$ cat src/rtl/triangle_face_normal_unit_assert.svh
// Assertion macros for the triangle face normal unit.
// Each macro is a clocked implication with an asynchronous low reset disable.
`ifndef TRIANGLE_FACE_NORMAL_UNIT_ASSERT_SVH
`define TRIANGLE_FACE_NORMAL_UNIT_ASSERT_SVH

`ifndef SYNTH

// same-cycle implication
`define TFN_ASSERT_IMP(lbl, ck, rn, ante, cons) \
	lbl: assert property (@(posedge ck) disable iff (!(rn)) (ante) |-> (cons)) \
		else $error("assertion failed");

// next-cycle implication
`define TFN_ASSERT_NXT(lbl, ck, rn, ante, cons) \
	lbl: assert property (@(posedge ck) disable iff (!(rn)) (ante) |=> (cons)) \
		else $error("assertion failed");

`else

`define TFN_ASSERT_IMP(lbl, ck, rn, ante, cons)
`define TFN_ASSERT_NXT(lbl, ck, rn, ante, cons)

`endif

`endif

$ cat src/rtl/tfn_pkg.sv
// ----------------------------------------------------------------------------
// tfn_pkg
// Types, codes and helpers shared by the triangle face normal unit.
// ----------------------------------------------------------------------------
package tfn_pkg;

	localparam logic OP_WRITE = 1'b0;
	localparam logic OP_FACE  = 1'b1;

	localparam int CFG_IDX_W = 2;
	localparam logic [CFG_IDX_W-1:0] CFG_FALLBACK_X = 2'd0;
	localparam logic [CFG_IDX_W-1:0] CFG_FALLBACK_Y = 2'd1;
	localparam logic [CFG_IDX_W-1:0] CFG_FALLBACK_Z = 2'd2;

	localparam int COORD_W = 16;
	localparam int IDX_W   = 10;
	localparam int VTX_W   = 3 * COORD_W;
	localparam int MAG_W   = 34;   // |cross component| < 2^33
	localparam int SQ_W    = 66;   // square of a magnitude
	localparam int NRM2_W  = 68;   // sum of three squares
	localparam int ROOT_W  = 15;   // 0..16384

	typedef struct packed {
		logic                      operation;
		logic [IDX_W-1:0]          vertex_slot;
		logic signed [COORD_W-1:0] coord_x;
		logic signed [COORD_W-1:0] coord_y;
		logic signed [COORD_W-1:0] coord_z;
		logic [IDX_W-1:0]          corner_a;
		logic [IDX_W-1:0]          corner_b;
		logic [IDX_W-1:0]          corner_c;
	} req_t;

	typedef struct packed {
		logic signed [COORD_W-1:0] normal_x;
		logic signed [COORD_W-1:0] normal_y;
		logic signed [COORD_W-1:0] normal_z;
		logic                      degenerate;
	} result_t;

	// norm unit handshake
	typedef struct packed {
		logic                  start;
		logic [SQ_W-1:0]       sq;
		logic [NRM2_W-1:0]     nrm2;
	} norm_req_t;

	typedef struct packed {
		logic                  done;
		logic [ROOT_W-1:0]     root;
	} norm_rsp_t;

	// square step: which component and which partial product
	typedef struct packed {
		logic [1:0] comp;
		logic [1:0] part;
	} sq_sel_t;

	function automatic sq_sel_t sq_map(input logic [3:0] j);
		sq_sel_t r;
		case (j)
			4'd0: r = '{comp: 2'd0, part: 2'd0};
			4'd1: r = '{comp: 2'd0, part: 2'd1};
			4'd2: r = '{comp: 2'd0, part: 2'd2};
			4'd3: r = '{comp: 2'd1, part: 2'd0};
			4'd4: r = '{comp: 2'd1, part: 2'd1};
			4'd5: r = '{comp: 2'd1, part: 2'd2};
			4'd6: r = '{comp: 2'd2, part: 2'd0};
			4'd7: r = '{comp: 2'd2, part: 2'd1};
			4'd8: r = '{comp: 2'd2, part: 2'd2};
			default: r = '{comp: 2'd0, part: 2'd0};
		endcase
		return r;
	endfunction

endpackage

$ cat src/rtl/tfn_norm.sv
// ----------------------------------------------------------------------------
// tfn_norm
// One normal component: q = isqrt(floor(sq * 2^28 / nrm2)), bit-serial.
// 29 restoring divide steps then 15 square-root steps.
// ----------------------------------------------------------------------------
module tfn_norm (
	input  logic                clk,
	input  logic                arst_n,
	input  tfn_pkg::norm_req_t  nreq,
	output tfn_pkg::norm_rsp_t  nrsp
);
	import tfn_pkg::*;

	localparam logic [1:0] NM_IDLE = 2'd0;
	localparam logic [1:0] NM_DIV  = 2'd1;
	localparam logic [1:0] NM_SQRT = 2'd2;
	localparam int DQ_W  = 29;
	localparam int REM_W = NRM2_W + 1;
	localparam int OP_W  = 30;

	logic [1:0]        st_q;
	logic [4:0]        cnt_q;
	logic [REM_W-1:0]  rem_q;
	logic [NRM2_W-1:0] div_q;
	logic [DQ_W-1:0]   quo_q;
	logic [OP_W-1:0]   op_q;
	logic [OP_W-1:0]   res_q;
	logic              done_q;
	logic [ROOT_W-1:0] root_q;

	logic              ge;
	logic [REM_W-1:0]  rem_sub;
	logic [DQ_W-1:0]   quo_nxt;
	logic [4:0]        sh;
	logic [OP_W-1:0]   one;
	logic [OP_W-1:0]   trial;
	logic              take;
	logic [OP_W-1:0]   res_nxt;

	always_comb begin
		ge      = rem_q >= {1'b0, div_q};
		rem_sub = ge ? (rem_q - {1'b0, div_q}) : rem_q;
		quo_nxt = {quo_q[DQ_W-2:0], ge};
		sh      = 5'd28 - {cnt_q[3:0], 1'b0};
		one     = OP_W'(1) << sh;
		trial   = res_q + one;
		take    = op_q >= trial;
		res_nxt = take ? ((res_q >> 1) + one) : (res_q >> 1);
	end

	always_ff @(posedge clk or negedge arst_n) begin
		if (!arst_n) begin
			st_q   <= NM_IDLE;
			cnt_q  <= '0;
			done_q <= 1'b0;
		end else begin
			done_q <= 1'b0;
			case (st_q)
				NM_IDLE: begin
					if (nreq.start) begin
						st_q  <= NM_DIV;
						cnt_q <= '0;
					end
				end
				NM_DIV: begin
					if (cnt_q == 5'd28) begin
						st_q  <= NM_SQRT;
						cnt_q <= '0;
					end else begin
						cnt_q <= cnt_q + 5'd1;
					end
				end
				NM_SQRT: begin
					if (cnt_q == 5'd14) begin
						st_q   <= NM_IDLE;
						done_q <= 1'b1;
					end else begin
						cnt_q <= cnt_q + 5'd1;
					end
				end
				default: st_q <= NM_IDLE;
			endcase
		end
	end

	always_ff @(posedge clk) begin
		case (st_q)
			NM_IDLE: begin
				rem_q <= REM_W'(nreq.sq);
				div_q <= nreq.nrm2;
				quo_q <= '0;
			end
			NM_DIV: begin
				rem_q <= {rem_sub[REM_W-2:0], 1'b0};
				quo_q <= quo_nxt;
				op_q  <= OP_W'(quo_nxt);
				res_q <= '0;
			end
			NM_SQRT: begin
				if (take) begin
					op_q <= op_q - trial;
				end
				res_q <= res_nxt;
				if (cnt_q == 5'd14) begin
					root_q <= res_nxt[ROOT_W-1:0];
				end
			end
			default: ;
		endcase
	end

	assign nrsp.done = done_q;
	assign nrsp.root = root_q;
endmodule

$ cat config.mk
export PLATFORM = sky130hd
export DESIGN_NAME = tfn_norm
export DESIGN_NICKNAME = d
export VERILOG_FILES = /design/src/rtl/triangle_face_normal_unit_assert.svh /design/src/rtl/tfn_pkg.sv /design/src/rtl/tfn_norm.sv
export SDC_FILE = /design/constraint.sdc
export NUM_CORES = 1
export LEC_CHECK = 0
export BUFFER_PORTS_ARGS = -buffer_cell sky130_fd_sc_hd__clkbuf_2
export CAP_MARGIN = 20
export CORE_MARGIN = 1.5
export CORE_UTILIZATION = 51
export CTS_CLUSTER_SIZE = 14
export DETAILED_ROUTE_END_ITERATION = 8
export PLACE_DENSITY_LB_ADDON = 0.12
export REMOVE_ABC_BUFFERS = 1
export SYNTH_ARGS = -nofsm -noshare
export SYNTH_HDL_FRONTEND = slang
export SYNTH_SLANG_ARGS = --single-unit
$ cat constraint.sdc
create_clock -name clk -period 14.7 [get_ports clk]
set_input_delay 2.94 -clock clk [delete_from_list [all_inputs] [get_ports clk]]
set_output_delay 2.94 -clock clk [all_outputs]
set_load 0.1 [all_outputs]
# Word-level counts from Yosys, hierarchy flattened
# Index checks and enable logic that the tools add are counted.
# op_classes
n_addsub	6
n_lt_le_gt_ge	2
n_eq_ne	9
shifts	1
muxes	17
reduce_logical	8
# op_table
operator	count
$pmux 69 s2	1
$pmux 30 s2	2
$ge 69x68->1	1
$mux 68	1
$sub 68x68->68	1
$mux 30	2
$pmux 28 s2	1
$add 29x30->30	1
$add 30x30->30	1
$ge 30x30->1	1
$shl 1x5->30 const A	1
$sub 30x30->30	1
$mux 5	3
$pmux 5 s3	1
$ne 2x2->1 const B	5
$mux 2	3
$pmux 2 s3	1
$reduce_and 3->1	2
$add 5x1->5 const B	1
$eq 5x4->1 const B	1
$eq 5x5->1 const B	1
$sub 5x5->5 const A	1
$reduce_and 2->1	2
$reduce_bool 2->1	2
other kinds (5)	6
# totals
reg_bits	248
output_inout_bits	16
elab_cells	52

# Logic depth before layout (Yosys ltp)
# depth
ltp_word	6
depth_mapped	29
mapped_depth_nobuf	27

# Worst setup path after synthesis
# No wires, ideal clock.
# synth_path
path_type	flip-flop to flip-flop
startpoint	reg cnt_q[1]
endpoint	reg op_q[0], enable pin
setup_ns	0.386
t_arrival_ns	5.886
t_required_ns	14.314
path_slack_ns	8.428
stages_incl_launch_ff	29
period_less_slack_ns	6.272
path_cell_list	dfrtp_1 > ha_1 > buf_4 > nand3b_1 > buf_2 > a21oi_1 > ha_1 > ha_1 > or2_2 > o2111ai_1 > a31o_2 > or3_1 > o2bb2ai_1 > a21o_1 > nand2_1 > o21a_1 > nor2_1 > xnor2_1 > ha_1 > and4_1 > nand3_1 > or4_1 > o21ai_1 > a21o_1 > nand2_1 > o2111a_1 > clkbuf_1 > nor2_1 > a21o_1
# synth_between
elab_chain_len	6
# synth_rtl
element	line	rtl
start: declaration	tfn_norm.sv:22	logic [4:0] cnt_q;
start signal: assignment	tfn_norm.sv:70	cnt_q <= cnt_q + 5'd1;
start signal: assignment	tfn_norm.sv:78	cnt_q <= cnt_q + 5'd1;
$sub 5x5->5	tfn_norm.sv:44	sh = 5'd28 - {cnt_q[3:0], 1'b0};
$shl 1x5->30	tfn_norm.sv:45	one = OP_W'(1) << sh;
$add 30x30->30	tfn_norm.sv:46	trial = res_q + one;
$ge 30x30->1	tfn_norm.sv:47	take = op_q >= trial;
$ne 2x2->1 (no line)	-	
$reduce_and 2->1 (no line)	-	
end signal: assignment	tfn_norm.sv:96	op_q <= OP_W'(quo_nxt);
end signal: assignment	tfn_norm.sv:101	op_q <= op_q - trial;
end: declaration	tfn_norm.sv:26	logic [OP_W-1:0] op_q;
# No other way between the ends.
# A chain may end at the register's enable or synchronous reset.

# Final worst setup path
# layout_path
startpoint	reg cnt_q[1]
endpoint	reg op_q[10], enable pin
# The elaborated chain is that of the path after synthesis.

==> results_dict.tcl <==
set metrics [dict create \
    critPathLaunchType "register" \
    required_ns 14.91 \
    worst_pin_slew_ns 1.00 \
    worstPathArrival_ns 7.50 \
    cts-hold-fix-buffers 0 \
    clkLatencyLatePin_ns 0.57 \
    skew_ns 0.0104 \
    ant_nets 0 \
    end_kind "register" \
    pin_count 153 \
    grt_use_total 0.246 \
    cts_buffers 28 \
    r2r_slack_ns 7.41 \
    path_max_fanout 30 \
    port_buffers 152 \
    ys_warn_count 0 \
    min_from "cnt_q[4]$_DFFE_PN0P_" \
    antenna_found_initial 0 \
    die_width_um 196 \
    cts.reportedPaths.clkPinSlew_ns 0.06 \
    start_util 0.518 \
    synth_cells 2030 \
    final_area_sq_um 20800 \
    overflow 0 \
    drive_above_1_share 0.123 \
    syn_area_sq_um 18900 \
    max_freq_mhz 137 \
    synth_cell_types 98 \
    syn_avg_cell_area_sq_um 9.31 \
    synth-edff-count 240 \
    die_area_sq_um 38200 \
    viasPerCell 5.83 \
    dpl-instance-area_sq_um 19900 \
    status "complete, no violations" \
    reg2reg_to "op_q[10]$_DFFE_PP_" \
    htreeDepth 1 \
    grt_pass1_wl_um 76800 \
    clockBufferDepth 3 \
    cts_tree "yes" \
    min_period_over_period 0.496 \
    reg2reg_from "cnt_q[1]$_DFFE_PN0P_" \
    crit_start "cnt_q[1]$_DFFE_PN0P_" \
    via_count 15269 \
    wire_per_inst_um 18.1 \
    grt_pass1_vias 14917 \
    maxSlewHeadroom 0.333 \
    seq_area_frac_synth 0.392 \
    clock_tree.root_cell "clkbuf_16" \
    diodes 0 \
    ys_async_sr_fraction 0.0323 \
    cp_common_cell "ha_1" \
    post_cts_buffers 0 \
    cp-endpoint "op_q[10]$_DFFE_PP_" \
    drc 0 \
    die_height_um 196 \
    nNetsFinal 2395 \
    post-route-min-period_ns 7.29 \
    first_pass_iters 5 \
    core_sq_um 36500 \
    ff2ff_path_depth 26 \
    ys_seq_elements 248 \
    routabilityCongestion 0.882 \
    synthFlopType "edfxtp_1" \
    worstHoldPathType "reg2reg" \
    setup_viol 0 \
    area_growth_syn_to_layout_pct 10.0 \
    drtIter0Drc 827 \
    grt_max_degree 72 \
    hold_viol 0 \
    hpwl_um 35300 \
    fin_tns_setup_ns 0 \
    rsz0062_at_grt "no" \
    fp-row-count 70 \
    maxCapViolCount 0 \
    crit_type "reg2reg" \
    cpPeakStageDelay_ns 0.60 \
    slowest_stage "or4_1" \
    cts_resized 0 \
    maxSlewViolCount 0 \
    cts.sinks 248 \
    wl_um 47300 \
]
## worst max-delay path, delay by kind of cell, from the launching register on
family | cells | cell delay [ns]
simple gates | 10 | 2.38
compound gates | 10 | 2.13
fa+ha+maj | 4 | 1.38
flops | 1 | 0.54
buf+inv | 1 | 0.36
xor+xnor | 1 | 0.08
## state kept, by name, summed over array words and instances, names as in the netlist
register and flops:
rem_q 69, div_q 68, op_q 30, res_q 30, quo_q 28, root_q 15
cnt_q 5, st_q 2, done_q 1
## cell usage after synthesis, drive strengths merged (36+ instances only)
master | instances | area share
and2 | 60 | 0.020
inv | 131 | 0.026
mux2i | 63 | 0.033
xnor2 | 86 | 0.040
clkbuf | 67 | 0.013
nor2 | 173 | 0.034
xor2 | 56 | 0.026
a21o | 36 | 0.014
ha | 127 | 0.084
a21oi | 189 | 0.051
nand3 | 52 | 0.014
nand2 | 159 | 0.032
o21ai | 131 | 0.036
edfxtp | 240 | 0.38
## cells by family after synthesis
family                     after synthesis  synth area share
and+or+nand+nor                        612             0.157
adders and majority gates              133            0.0884
xor gates and xnor gates               142            0.0658
DFF                                    248             0.392
AOI/OAI and AO/OA                      587             0.202
muxes                                   83            0.0453
buffers and inverters                  225            0.0496
## cell usage in the layout (no fill, tap or decap), drive strengths merged, types with 23 or more instances in the layout
cell type  netlist  routed
a31oi           33      33
a21o            36      36
nand4           33      33
nand2          159     159
nor2           173     173
nand3           52      52
xor2            56      56
o21ai          131     131
clkbuf          67     188
ha             127     127
and3            25      25
mux2i           63      63
xnor2           86      86
and2            60      60
inv            131     131
nor3            30      30
edfxtp         240     240
o21a            23      23
a21oi          189     189
## metrics by stage
step | setup WS [ns] | instances | utilization | hold slack (ns)
after floorplan | 8.21 | 1937 | - | 0.502
after global placement | 7.70 | 2567 | 0.546 | 0.525
after detailed placement | 7.47 | 2567 | 0.546 | 0.537
after CTS | 7.43 | 2617 | 0.569 | 0.552
after global routing | 6.84 | 2617 | 0.569 | 0.583
final | 7.41 | 2617 | 0.569 | 0.547
## layer usage
layer  vias to the layer above  track usage  wire length, um
met2                       366        0.436            23000
li1                       7659            -                -
met3                        78       0.0275             1980
met4                         0       0.0735             1380
met1                      7166        0.316            20900
met5                         -            0                0
## worst min path at each step
| stage | endpoint | slack (ns) | cells past startpoint |
|---|---|---|---|
| 2_1_floorplan | cnt_q[4]$_DFFE_PN0P_ | 0.50 | 2 |
| 3_3_place_gp | cnt_q[4]$_DFFE_PN0P_ | 0.52 | 2 |
| 3_5_place_dp | cnt_q[4]$_DFFE_PN0P_ | 0.54 | 2 |
| 4_1_cts | cnt_q[4]$_DFFE_PN0P_ | 0.55 | 2 |
| 5_1_grt | st_q[1]$_DFFE_PN0P_ | 0.58 | 1 |
| 6_report | cnt_q[4]$_DFFE_PN0P_ | 0.55 | 2 |
## final cells by class
class / instances / area, sq um
well taps: 468 / 586
multi-input cells: 1557 / 10600
clock inverters: 14 / 121
clock buffers: 36 / 752
flip-flops and latches: 248 / 7410
inverters: 132 / 495
repair buffers: 162 / 836
fillers: 3265 / 15700
Power is not shown: default switching activity piles up to over one toggle a cycle in this logic, so the estimate is an artifact.
